**src/hdl/cpra_pkg.sv**
```systemverilog
// Shared types and constants of the contiguous page run allocator.
// Used by every module of the block; depends on nothing else.
`timescale 1ns / 1ps

package cpra_pkg;

	localparam int ADDR_W = 39;
	localparam int LEN_W  = 32;
	localparam int STAT_W = 2;
	localparam int WORD_W = 64;

	// Request kinds carried on the input tuser.
	localparam logic CMD_ALLOC = 1'b0;
	localparam logic CMD_FREE  = 1'b1;

	// Result status codes carried on the output tuser.
	localparam logic [STAT_W-1:0] ST_OK      = 2'd0;
	localparam logic [STAT_W-1:0] ST_BAD     = 2'd1;
	localparam logic [STAT_W-1:0] ST_NOSPACE = 2'd2;
	localparam logic [STAT_W-1:0] ST_UNALLOC = 2'd3;

	// Configuration register index (register i sits at byte address 8*i).
	localparam logic REG_REGION_BASE = 1'b0;

	typedef struct packed {
		logic              cmd;
		logic [LEN_W-1:0]  length_bytes;
		logic [ADDR_W-1:0] region_addr;
	} req_t;

	typedef struct packed {
		logic [STAT_W-1:0] status;
		logic [ADDR_W-1:0] alloc_addr;
	} res_t;

endpackage

```
**src/hdl/cpra_bitmap_ram.sv**
```systemverilog
// Page bitmap memory: one write port, one read port with registered data.
// Rows that were never written since reset read as all free. Uses cpra_pkg.
`timescale 1ns / 1ps

module cpra_bitmap_ram #(
	parameter int WORDS = 4,
	parameter int AW    = 2
) (
	input  logic                        clk,
	input  logic                        arst_n,
	input  logic                        rd_en,
	input  logic [AW-1:0]               rd_addr,
	output logic [cpra_pkg::WORD_W-1:0] rd_data,
	input  logic                        wr_en,
	input  logic [AW-1:0]               wr_addr,
	input  logic [cpra_pkg::WORD_W-1:0] wr_data
);
	import cpra_pkg::*;

	logic [WORD_W-1:0] mem [WORDS];
	logic [WORDS-1:0]  row_vld_q;
	logic [WORD_W-1:0] rd_data_q;

	always_ff @(posedge clk) begin
		if (wr_en) begin
			mem[wr_addr] <= wr_data;
		end
	end

	// Valid bits stand in for clearing the array at reset.
	always_ff @(posedge clk or negedge arst_n) begin
		if (!arst_n) begin
			row_vld_q <= '0;
			rd_data_q <= '0;
		end else begin
			if (wr_en) begin
				row_vld_q[wr_addr] <= 1'b1;
			end
			if (rd_en) begin
				rd_data_q <= row_vld_q[rd_addr] ? mem[rd_addr] : '0;
			end
		end
	end

	assign rd_data = rd_data_q;

endmodule

```
**src/hdl/cpra_cfg.sv**
```systemverilog
// APB-style configuration register block holding region_base.
// Uses cpra_pkg for widths and the register index.
`timescale 1ns / 1ps

module cpra_cfg (
	input  logic                        clk,
	input  logic                        arst_n,
	input  logic                        psel,
	input  logic                        penable,
	input  logic                        pwrite,
	input  logic [3:0]                  paddr,
	input  logic [63:0]                 pwdata,
	output logic [63:0]                 prdata,
	output logic                        pready,
	output logic [cpra_pkg::ADDR_W-1:0] region_base
);
	import cpra_pkg::*;

	logic [ADDR_W-1:0] region_base_q;
	logic              reg_idx;
	logic              wr_hit;

	// Registers are 8 bytes apart, so bit 3 selects the register.
	assign reg_idx = paddr[3];
	assign pready  = 1'b1;
	assign wr_hit  = psel && penable && pwrite && pready && (reg_idx == REG_REGION_BASE);

	always_ff @(posedge clk or negedge arst_n) begin
		if (!arst_n) begin
			region_base_q <= '0;
		end else if (wr_hit) begin
			region_base_q <= pwdata[ADDR_W-1:0];
		end
	end

	always_comb begin
		prdata = '0;
		if (reg_idx == REG_REGION_BASE) begin
			prdata = 64'(region_base_q);
		end
	end

	assign region_base = region_base_q;

endmodule

```
**src/hdl/cpra_engine.sv**
```systemverilog
// Allocation sequencer: checks a request, scans or clears the page bitmap one
// bit per cycle between word loads, marks runs by word. Uses cpra_bitmap_ram, cpra_pkg.
`timescale 1ns / 1ps

module cpra_engine #(
	parameter int NUM_PAGES  = 256,
	parameter int PAGE_BYTES = 4096
) (
	input  logic                        clk,
	input  logic                        arst_n,
	input  logic [cpra_pkg::ADDR_W-1:0] region_base,
	input  logic                        req_valid,
	output logic                        req_ready,
	input  cpra_pkg::req_t              req,
	output logic                        res_valid,
	input  logic                        res_ready,
	output cpra_pkg::res_t              res
);
	import cpra_pkg::*;

	localparam int PS    = $clog2(PAGE_BYTES);
	localparam int PG_W  = $clog2(NUM_PAGES) + 1;
	localparam int WORDS = (NUM_PAGES + 63) / 64;
	localparam int WA_W  = (WORDS > 1) ? $clog2(WORDS) : 1;
	localparam logic [LEN_W:0]  MAX_LEN = (LEN_W + 1)'(NUM_PAGES * PAGE_BYTES);
	localparam logic [PG_W-1:0] LAST_PG = PG_W'(NUM_PAGES);

	localparam logic [3:0] S_IDLE = 4'd0;
	localparam logic [3:0] S_CHK1 = 4'd1;
	localparam logic [3:0] S_CHK2 = 4'd2;
	localparam logic [3:0] S_RD   = 4'd3;
	localparam logic [3:0] S_LD   = 4'd4;
	localparam logic [3:0] S_SCAN = 4'd5;
	localparam logic [3:0] S_FREE = 4'd6;
	localparam logic [3:0] S_MRD  = 4'd7;
	localparam logic [3:0] S_MWR  = 4'd8;
	localparam logic [3:0] S_DONE = 4'd9;

	logic [3:0]        state_q;
	logic              cmd_q;
	logic [LEN_W-1:0]  len_q;
	logic [ADDR_W-1:0] addr_q;
	logic [ADDR_W-1:0] off_q;
	logic [PG_W-1:0]   npg_q;
	logic [PG_W-1:0]   first_q;
	logic [PG_W-1:0]   cur_q;
	logic [PG_W-1:0]   end_q;
	logic [WA_W-1:0]   mw_q;
	logic [WORD_W-1:0] word_q;
	res_t              res_q;

	// Memory port signals.
	logic              rd_en;
	logic [WA_W-1:0]   rd_addr;
	logic [WORD_W-1:0] rd_data;
	logic              wr_en;
	logic [WA_W-1:0]   wr_addr;
	logic [WORD_W-1:0] wr_data;

	logic [WA_W-1:0]   cur_w;
	logic [WA_W-1:0]   first_w;
	logic [PG_W-1:0]   cur_nx;
	logic              cur_bit;
	logic [WORD_W-1:0] word_clr;
	logic [5:0]        mask_lo;
	logic [5:0]        mask_hi;
	logic [WORD_W-1:0] mask;
	logic              alloc_bad;
	logic              free_bad1;
	logic              free_bad2;
	logic [ADDR_W:0]   end_wide;

	assign cur_w    = WA_W'(cur_q >> 6);
	assign first_w  = WA_W'(first_q >> 6);
	assign cur_nx   = cur_q + 1'b1;
	assign cur_bit  = word_q[cur_q[5:0]];
	assign word_clr = word_q & ~(WORD_W'(1) << cur_q[5:0]);

	assign mask_lo = (mw_q == first_w) ? first_q[5:0] : 6'd0;
	assign mask_hi = (mw_q == cur_w) ? cur_q[5:0] : 6'd63;
	assign mask    = ({WORD_W{1'b1}} << mask_lo) & ({WORD_W{1'b1}} >> (6'd63 - mask_hi));

	assign alloc_bad = (len_q == '0) || (len_q[PS-1:0] != '0) || ({1'b0, len_q} > MAX_LEN);
	assign free_bad1 = (len_q == '0) || (len_q[PS-1:0] != '0) || (addr_q < region_base);
	assign end_wide  = (ADDR_W + 1)'(off_q >> PS) + (ADDR_W + 1)'(len_q >> PS);
	assign free_bad2 = (off_q[PS-1:0] != '0) || (end_wide > (ADDR_W + 1)'(NUM_PAGES));

	always_comb begin
		rd_en   = 1'b0;
		rd_addr = cur_w;
		wr_en   = 1'b0;
		wr_addr = cur_w;
		wr_data = word_clr;
		case (state_q)
			S_RD: begin
				rd_en = 1'b1;
			end
			S_MRD: begin
				rd_en   = 1'b1;
				rd_addr = mw_q;
			end
			S_MWR: begin
				wr_en   = 1'b1;
				wr_addr = mw_q;
				wr_data = rd_data | mask;
			end
			S_FREE: begin
				// Write back when stopping or leaving the current word.
				if (!cur_bit) begin
					wr_en   = 1'b1;
					wr_data = word_q;
				end else if (cur_nx == end_q || cur_q[5:0] == 6'd63) begin
					wr_en = 1'b1;
				end
			end
			default: begin
			end
		endcase
	end

	always_ff @(posedge clk or negedge arst_n) begin
		if (!arst_n) begin
			state_q <= S_IDLE;
		end else begin
			case (state_q)
				S_IDLE: begin
					if (req_valid) begin
						state_q <= S_CHK1;
					end
				end
				S_CHK1: begin
					if (cmd_q == CMD_ALLOC) begin
						state_q <= alloc_bad ? S_DONE : S_RD;
					end else begin
						state_q <= free_bad1 ? S_DONE : S_CHK2;
					end
				end
				S_CHK2: begin
					state_q <= free_bad2 ? S_DONE : S_RD;
				end
				S_RD: begin
					state_q <= S_LD;
				end
				S_LD: begin
					state_q <= (cmd_q == CMD_ALLOC) ? S_SCAN : S_FREE;
				end
				S_SCAN: begin
					if (!cur_bit && (cur_nx - first_q) == npg_q) begin
						state_q <= S_MRD;
					end else if (cur_nx == LAST_PG) begin
						state_q <= S_DONE;
					end else if (cur_q[5:0] == 6'd63) begin
						state_q <= S_RD;
					end
				end
				S_FREE: begin
					if (!cur_bit || cur_nx == end_q) begin
						state_q <= S_DONE;
					end else if (cur_q[5:0] == 6'd63) begin
						state_q <= S_RD;
					end
				end
				S_MRD: begin
					state_q <= S_MWR;
				end
				S_MWR: begin
					state_q <= (mw_q == cur_w) ? S_DONE : S_MRD;
				end
				S_DONE: begin
					if (res_ready) begin
						state_q <= S_IDLE;
					end
				end
				default: begin
					state_q <= S_IDLE;
				end
			endcase
		end
	end

	// Datapath registers follow the sequencer state.
	always_ff @(posedge clk) begin
		case (state_q)
			S_IDLE: begin
				cmd_q   <= req.cmd;
				len_q   <= req.length_bytes;
				addr_q  <= req.region_addr;
				cur_q   <= '0;
				first_q <= '0;
			end
			S_CHK1: begin
				off_q  <= addr_q - region_base;
				npg_q  <= PG_W'(len_q >> PS);
				res_q  <= '{status: ST_BAD, alloc_addr: '0};
			end
			S_CHK2: begin
				cur_q <= PG_W'(off_q >> PS);
				end_q <= PG_W'(end_wide);
			end
			S_LD: begin
				word_q <= rd_data;
			end
			S_SCAN: begin
				if (!cur_bit && (cur_nx - first_q) == npg_q) begin
					mw_q <= first_w;
				end else begin
					if (cur_bit) begin
						first_q <= cur_nx;
					end
					cur_q <= cur_nx;
					if (cur_nx == LAST_PG) begin
						res_q <= '{status: ST_NOSPACE, alloc_addr: '0};
					end
				end
			end
			S_FREE: begin
				word_q <= word_clr;
				cur_q  <= cur_nx;
				if (!cur_bit) begin
					res_q <= '{status: ST_UNALLOC, alloc_addr: '0};
				end else if (cur_nx == end_q) begin
					res_q <= '{status: ST_OK, alloc_addr: '0};
				end
			end
			S_MWR: begin
				mw_q  <= mw_q + 1'b1;
				res_q <= '{status: ST_OK,
					alloc_addr: region_base + (ADDR_W'(first_q) << PS)};
			end
			default: begin
			end
		endcase
	end

	assign req_ready = (state_q == S_IDLE);
	assign res_valid = (state_q == S_DONE);
	assign res       = res_q;

	cpra_bitmap_ram #(
		.WORDS (WORDS),
		.AW    (WA_W)
	) u_bitmap (
		.clk     (clk),
		.arst_n  (arst_n),
		.rd_en   (rd_en),
		.rd_addr (rd_addr),
		.rd_data (rd_data),
		.wr_en   (wr_en),
		.wr_addr (wr_addr),
		.wr_data (wr_data)
	);

endmodule

```
**src/hdl/contiguous_page_run_allocator.sv**
```systemverilog
// Top level of the contiguous page run allocator: stream ports, APB port,
// result output register. Depends on cpra_pkg, cpra_cfg and cpra_engine.
//
//  Channel   Direction  Carries
//  s_axis    in         request: tuser = cmd, tdata = length_bytes, region_addr
//  m_axis    out        result: tuser = status, tdata = alloc_addr
//  apb       in/out     region_base register at byte address 0
//
// One request is worked on at a time. A request is checked in S_CHK1, and a free
// also in S_CHK2; then the sequencer walks the bitmap one page bit per cycle,
// pausing in S_RD and S_LD to load each 64-bit memory word. An allocate that
// finds a run then marks it a word at a time through S_MRD and S_MWR; a free
// clears the pages of its run as it walks, stopping at the first unused page.
// Reset clears the bitmap at once through per-word valid bits. A stalled output
// only holds the next result once the output register is full.
`timescale 1ns / 1ps

module contiguous_page_run_allocator #(
	parameter int NUM_PAGES  = 256,
	parameter int PAGE_BYTES = 4096
) (
	input  logic        clk,
	input  logic        arst_n,
	// Request stream.
	input  logic        s_axis_tvalid,
	output logic        s_axis_tready,
	input  logic [71:0] s_axis_tdata,   // [31:0] length_bytes, [70:32] region_addr, [71] zero
	input  logic [0:0]  s_axis_tuser,   // [0] cmd
	// Result stream.
	output logic        m_axis_tvalid,
	input  logic        m_axis_tready,
	output logic [39:0] m_axis_tdata,   // [38:0] alloc_addr, [39] zero
	output logic [1:0]  m_axis_tuser,   // [1:0] status
	// Configuration port.
	input  logic        psel,
	input  logic        penable,
	input  logic        pwrite,
	input  logic [3:0]  paddr,
	input  logic [63:0] pwdata,
	output logic [63:0] prdata,
	output logic        pready
);
	import cpra_pkg::*;

	logic [ADDR_W-1:0] region_base;
	req_t              req;
	logic              res_valid;
	logic              res_ready;
	res_t              res;
	logic              m_valid_q;
	res_t              m_res_q;

	// Unpack the request; the pad bit of tdata carries nothing.
	assign req.cmd          = s_axis_tuser[0];
	assign req.length_bytes = s_axis_tdata[LEN_W-1:0];
	assign req.region_addr  = s_axis_tdata[LEN_W+ADDR_W-1:LEN_W];

	cpra_cfg u_cfg (
		.clk         (clk),
		.arst_n      (arst_n),
		.psel        (psel),
		.penable     (penable),
		.pwrite      (pwrite),
		.paddr       (paddr),
		.pwdata      (pwdata),
		.prdata      (prdata),
		.pready      (pready),
		.region_base (region_base)
	);

	cpra_engine #(
		.NUM_PAGES  (NUM_PAGES),
		.PAGE_BYTES (PAGE_BYTES)
	) u_engine (
		.clk         (clk),
		.arst_n      (arst_n),
		.region_base (region_base),
		.req_valid   (s_axis_tvalid),
		.req_ready   (s_axis_tready),
		.req         (req),
		.res_valid   (res_valid),
		.res_ready   (res_ready),
		.res         (res)
	);

	// The output register takes a new result whenever it is empty or being
	// drained in the same cycle, so the sequencer can go back to idle and
	// accept the next request while a result waits downstream.
	assign res_ready = !m_valid_q || m_axis_tready;

	always_ff @(posedge clk or negedge arst_n) begin
		if (!arst_n) begin
			m_valid_q <= 1'b0;
		end else if (res_ready) begin
			m_valid_q <= res_valid;
		end
	end

	always_ff @(posedge clk) begin
		if (res_ready && res_valid) begin
			m_res_q <= res;
		end
	end

	assign m_axis_tvalid = m_valid_q;
	assign m_axis_tdata  = {1'b0, m_res_q.alloc_addr};
	assign m_axis_tuser  = m_res_q.status;

endmodule

```
**config.mk**
```make
export PLATFORM = sky130hd
export DESIGN_NAME = contiguous_page_run_allocator
export DESIGN_NICKNAME = d
export VERILOG_FILES = /design/src/hdl/cpra_pkg.sv /design/src/hdl/cpra_bitmap_ram.sv /design/src/hdl/cpra_cfg.sv /design/src/hdl/cpra_engine.sv /design/src/hdl/contiguous_page_run_allocator.sv
export SDC_FILE = /design/constraint.sdc
export NUM_CORES = 1
export LEC_CHECK = 0
export ABC_CLOCK_PERIOD_IN_PS = 13100
export BUFFER_PORTS_ARGS = -buffer_cell sky130_fd_sc_hd__buf_4
export CORE_AREA = 2 2 250 252
export DETAILED_ROUTE_END_ITERATION = 16
export DIE_AREA = 0 0 252 254
export PLACE_DENSITY = 0.74
export SYNTH_ARGS = -nofsm -noshare
export SYNTH_HDL_FRONTEND = slang
export SYNTH_HIERARCHICAL = 1
export SYNTH_SLANG_ARGS = --single-unit
```
**constraint.sdc**
```tcl
create_clock -name clk -period 13.1 [get_ports clk]
set_input_delay 2.62 -clock clk [delete_from_list [all_inputs] [get_ports clk]]
set_output_delay 2.62 -clock clk [all_outputs]
set_load 0.005 [all_outputs]
```
Word level (Yosys, flattened, before mapping)

Memory sizes are Yosys's and may differ from the RTL's.
Cells that the tools add are included.

Register bits: 407
Memory bits (writable): 256
Bits of input ports: 148
Output and inout port bits: 109
Memories kept: 1

Add/subtract/negate cells: 7
Order comparisons: 7
Equality and inequality tests: 22
Shift operators: 3
Mux-type cells: 46
Bitwise operators: 6
Reduce and logical (&&, ||, !) cells: 30

Memory list:

| memory                | words | bits a word | rd ports | clocked after Yosys merged registers in | wr ports | line                  | text |
|---|---|---|---|---|---|---|---|
| u_engine.u_bitmap.mem | 4     | 64          | 1        | 0                                       | 1        | cpra_bitmap_ram.sv:20 | `logic [WORD_W-1:0] mem [WORDS];` |

Operators with widths:

| cell                                                            | number |
|---|---|
| case mux 64 bit (2 select lines)                                | 2 |
| 2-to-1 mux 41 bit                                               | 4 |
| case mux 41 bit (4 select lines)                                | 1 |
| AND 64 bit                                                      | 2 |
| 2-to-1 mux 64 bit                                               | 2 |
| inverter 64 bit                                                 | 1 |
| OR 64 bit                                                       | 1 |
| left shift 1 x 6 -> 64 bit, first input constant                | 1 |
| left shift 64 x 6 -> 64 bit, first input constant               | 1 |
| >> shifter 64 x 6 -> 64 bit, first input constant               | 1 |
| 2-to-1 mux 4 bit                                                | 11 |
| greater-than comparator 40 x 9 -> 1 bit, second input constant  | 1 |
| case mux 4 bit (10 select lines)                                | 1 |
| adder 39 x 21 -> 39 bit                                         | 1 |
| less-than comparator 39 bit                                     | 1 |
| 2-to-1 mux 39 bit                                               | 1 |
| subtractor 39 bit                                               | 1 |
| case mux 9 bit (4 select lines)                                 | 1 |
| greater-than comparator 32 x 21 -> 1 bit, second input constant | 1 |
| zero test 32 bit                                                | 1 |
| adder 27 x 20 -> 28 bit                                         | 1 |
| 2-to-1 mux 9 bit                                                | 3 |
| nonzero test 12 bit                                             | 2 |
| equality test 9 bit                                             | 2 |
| other kinds (38)                                                | 77 |

Longest topological paths before layout

Word-level depth: 8
Mapped depth: 17
Depth with buffers taken out: 15

Modules after synthesis

The synthesis kept the hierarchy.

By module, submodules not included:

| module                        | times used | cells an instance | area an instance (um^2) |
|---|---|---|---|
| cpra_engine                   | 1          | 1867              | 17544.3 |
| cpra_bitmap_ram               | 1          | 628               | 12472.0 |
| cpra_cfg                      | 1          | 154               | 1971.9 |
| contiguous_page_run_allocator | 1          | 47                | 1296.2 |

Worst setup path before layout

No wires, ideal clock.

Path kind: flip-flop to output port
Start: reg u_engine.state_q[0]
End: out s_axis_tready
Data arrival time: 7837 ps
Required time: 10480 ps
Slack: 2643 ps
Stages on the path, launching flop included: 4
Path buffers: 2
Cell sequence: dfrtp_1 > clkbuf_1 > clkbuf_1 > nor4_1

Longest elaborated chain between the ends: 1

Ends and longest elaborated chain:

| item                   | line                                | text |
|---|---|---|
| start, declared        | cpra_engine.sv:39                   | `logic [3:0] state_q;` |
| start signal, assigned | cpra_engine.sv:133                  | `state_q <= alloc_bad ? S_DONE : S_RD;` |
| start signal, assigned | cpra_engine.sv:135                  | `state_q <= free_bad1 ? S_DONE : S_CHK2;` |
| start signal, assigned | cpra_engine.sv:139                  | `state_q <= free_bad2 ? S_DONE : S_RD;` |
| zero test 4 bit        | cpra_engine.sv:235                  | `assign req_ready = (state_q == S_IDLE);` |
| end, declared          | contiguous_page_run_allocator.sv:26 | `output logic s_axis_tready,` |

Every way passes these cells.

Worst setup path after layout

Start: in paddr[3]
End: out prdata[27]

Longest elaborated chain between the ends: 1

Ends and longest elaborated chain:

| item              | line                                | text |
|---|---|---|
| start, declared   | contiguous_page_run_allocator.sv:38 | `input logic [3:0] paddr,` |
| 2-to-1 mux 39 bit | cpra_cfg.sv:38                      | `if (reg_idx == REG_REGION_BASE) begin` |
| end, declared     | contiguous_page_run_allocator.sv:40 | `output logic [63:0] prdata,` |

Every way passes these cells.

==> impl_metrics.env <==
export IMPL_crit_arrival_ns=3.25
export IMPL_drv_cap=0
export IMPL_finalPower_mw=9.92
export IMPL_dr_pass1_iters=6
export IMPL_crit_required_ns=10.48
export IMPL_synth_top_area_share=0.497
export IMPL_syn_to_final_growth_pct=14.0
export IMPL_numPortBuffers=200
export IMPL_preCtsSetupSlack_ns=7.24
export IMPL_ctsResizeCount=0
export IMPL_cts_clk_slew_worst_paths_ns=0.06
export IMPL_p_per_area_nw_per_um2=262
export IMPL_multi_input_area_um2=12800
export IMPL_cpMaxStageDelayCell="buf_4"
export IMPL_synth_area_leaders="edfxtp_1, dfrtp_1, mux2i_1"
export IMPL_design_area_um2=37900
export IMPL_slew_headroom=0.199
export IMPL_hold_depth=0
export IMPL_chipWidth_um=252
export IMPL_yosysWarnings=6
export IMPL_p_sw_mw=3.92
export IMPL_hold_viol_final=0
export IMPL_fmax_mhz=170
export IMPL_p_int_mw=6.00
export IMPL_core_um2=61300
export IMPL_combPwrFrac=0.403
export IMPL_final_core_util=0.619
export IMPL_vias=23700
export IMPL_grt_overflow=0
export IMPL_post_synth_top_count_cell="edfxtp_1"
export IMPL_synth_yosys_seq_area_share=0.581
export IMPL_p_seq_frac=0.370
export IMPL_grtUsageTotal=0.300
export IMPL_drc=0
export IMPL_fillCellCount=4708
export IMPL_dpl_hpwl_um=65200
export IMPL_cts_max_path_buffers=3
export IMPL_h_tree_depth=3
export IMPL_p_leak_nw=14.0
export IMPL_synth_distinct_cells=90
export IMPL_clkPwrFrac=0.227
export IMPL_syn_inst=2696
export IMPL_initial_core_util=0.543
export IMPL_ff2ff_path_depth=11
export IMPL_skew_ns=0.0210
export IMPL_crit_type="input pin to primary output"
export IMPL_setup_tns_ns=0
export IMPL_dpl_cell_area_um2=35300
export IMPL_die_area_um2=64000
export IMPL_period_minus_slack_ns=5.87
export IMPL_maxSlewViolCount=0
export IMPL_cp_end_kind="primary output"
export IMPL_drt_iter0_markers=2333
export IMPL_cts_tree="built"
export IMPL_worstSetupStartpointType="input pin"
export IMPL_dp_cells=3578
export IMPL_grt_pass1_vias=23700
export IMPL_drtAntennaViolNets=0
export IMPL_cts_buffers=73
export IMPL_worstMarginPinSlew_ns=1.20
export IMPL_cts_setup_buffers=0
export IMPL_clockRootBuffer="clkbuf_16"
export IMPL_outcome="finished clean"
export IMPL_grt_pass1_wl_um=144000
export IMPL_cp_max_fo=40
export IMPL_post_route_cells_drive_above_1_share=0.180
export IMPL_place_congestion=0.959
export IMPL_critPathMostFrequentCell="buf_4"
export IMPL_cts_hold_buf=0
export IMPL_ys_ff_latch=663
export IMPL_synth_edff_count=551
export IMPL_cp_cell_sequence="buf_4 -> nor2b_1 -> buf_4"
export IMPL_setup_viol_count_final=0
export IMPL_ios=257
export IMPL_rows=91
export IMPL_switching_share=0.395
export IMPL_holdCritPathClass="register to register"
export IMPL_grt_max_degree=73
export IMPL_synthFlopType="edfxtp_1"
export IMPL_worstSkewPairLatency_ns=0.63
export IMPL_fin_cells=3720
export IMPL_vdd_ir_drop_max_v=0.000156
export IMPL_fin_crit_sh=0.448
export IMPL_seqCellArea_um2=19300
export IMPL_synth_area_leader_cell="edfxtp_1"
export IMPL_die_y_um=254
export IMPL_wl_per_cell_um=25.9
export IMPL_async_flop_share=0.169
export IMPL_avgViaCountPerCell=6.37
export IMPL_wirelength_um=96400
export IMPL_hold_worst_slack_ns=0.417
export IMPL_cts_sinks=663
export IMPL_synthesis_area_um2=33300
export IMPL_rsz0062_at_grt="false"
export IMPL_synthTopCellsByCount="edfxtp_1, o21ai_0, nand2_1, nor2_1, mux2i_1"
export IMPL_syn_area_per_cell_um2=12.3
export IMPL_grt_antenna_before_repair=6
export IMPL_nNetsFinal=3098
export IMPL_setup_ws_ns=7.23
export IMPL_critPathMaxStageDelay_ns=0.36
## power groups by stage
stage | logic (mW) | registers (mW) | clock network, mW
after floorplan | 2.76 | 3.50 | 0
after global placement | 3.79 | 3.67 | 0
after detailed placement | 3.90 | 3.69 | 0
after CTS | 3.92 | 3.66 | 2.29
after global routing | 4.30 | 3.71 | 2.37
final | 4.00 | 3.67 | 2.25
## worst max-delay path, delay by kind of cell
kind                   cells  cell delay, ns
buffers and inverters      2            0.51
AND/OR/NAND/NOR            1            0.10
## state kept, by name (all words and copies together) (netlist names)
signal and count:
u_engine/u_bitmap/mem 256, u_engine/u_bitmap/rd_data 64, u_engine/word_q 64, u_engine/res 41, m_axis_tdata 39, u_cfg/region_base 39
u_engine/addr_q 39, u_engine/off_q 39, u_engine/len_q 32, u_engine/cur_q 9, u_engine/end_q 9, u_engine/first_q 9
u_engine/npg_q 9, u_engine/state_q 4, u_engine/u_bitmap/row_vld_q 4, m_axis_tuser 2, u_engine/mw_q 2, m_axis_tvalid 1
u_engine/cmd_q 1
## worst paths after layout
path                                             startpoint                                  endpoint  slack (ns)
worst min register to register   u_engine/res[13]$_DFFE_PP_                m_axis_tdata[13]$_DFFE_PP_        0.42
worst max register to register  u_engine/cur_q[0]$_DFFE_PP_     u_engine/u_bitmap/mem[1][7]$_DFFE_PP_        7.73
max in group asynchronous                            arst_n  u_engine/u_bitmap/rd_data[3]$_DFFE_PN0P_        9.48
worst max-delay path                               paddr[3]                                prdata[27]        7.23
min in group asynchronous                            arst_n          u_cfg/region_base[9]$_DFFE_PN0P_        1.98
worst min-delay path             u_engine/res[13]$_DFFE_PP_                m_axis_tdata[13]$_DFFE_PP_        0.42
## final cells by class
type / count / share of cell area
Clock buffer: 85 / 0.0512
Inverter: 85 / 0.00841
Timing Repair Buffer: 236 / 0.0467
Sequential cell: 663 / 0.510
Multi-Input combinational cell: 1804 / 0.338
Antenna cell: 7 / 0.000462
Clock inverter: 50 / 0.0191
Tap cell: 790 / 0.0261
## placed cells by master (no fill, tap or decap), types with 17 or more instances in the layout
cell,instances
a211oi_1,18
a21o_1,37
a21oi_1,118
a31oi_1,30
buf_4,236
clkbuf_16,73
conb_1,27
dfrtp_1,112
edfxtp_1,551
ha_1,83
inv_1,83
mux2_2,32
mux2i_1,133
nand2_1,222
nand2b_1,88
nand3_1,42
nand4_1,17
nor2_1,132
nor2b_1,55
nor3_1,32
o211ai_1,57
o21ai_0,251
o221ai_1,47
o221ai_2,61
xnor2_1,74
xor2_1,28
## logic make-up after synthesis
family,Yosys count,synth area share
AO/OA/AOI/OAI,721,0.153
XOR/XNOR,102,0.0268
adder cells (fa/ha/maj),87,0.0336
buffers and inverters,253,0.0388
flip-flops,663,0.581
multiplexers,194,0.0674
other,3,0.000338
AND/OR/NAND/NOR,673,0.0988
## per-layer routing
| metal | up-vias | wire length, µm | track usage |
|---|---|---|---|
| met5 | - | 0 | 0 |
| met4 | 0 | 4790 | 0.151 |
| met3 | 279 | 7050 | 0.0482 |
| met2 | 1202 | 47600 | 0.509 |
| met1 | 11700 | 37000 | 0.373 |
| li1 | 10500 | - | - |
Note: power is estimated with default switching activity, not from simulation.
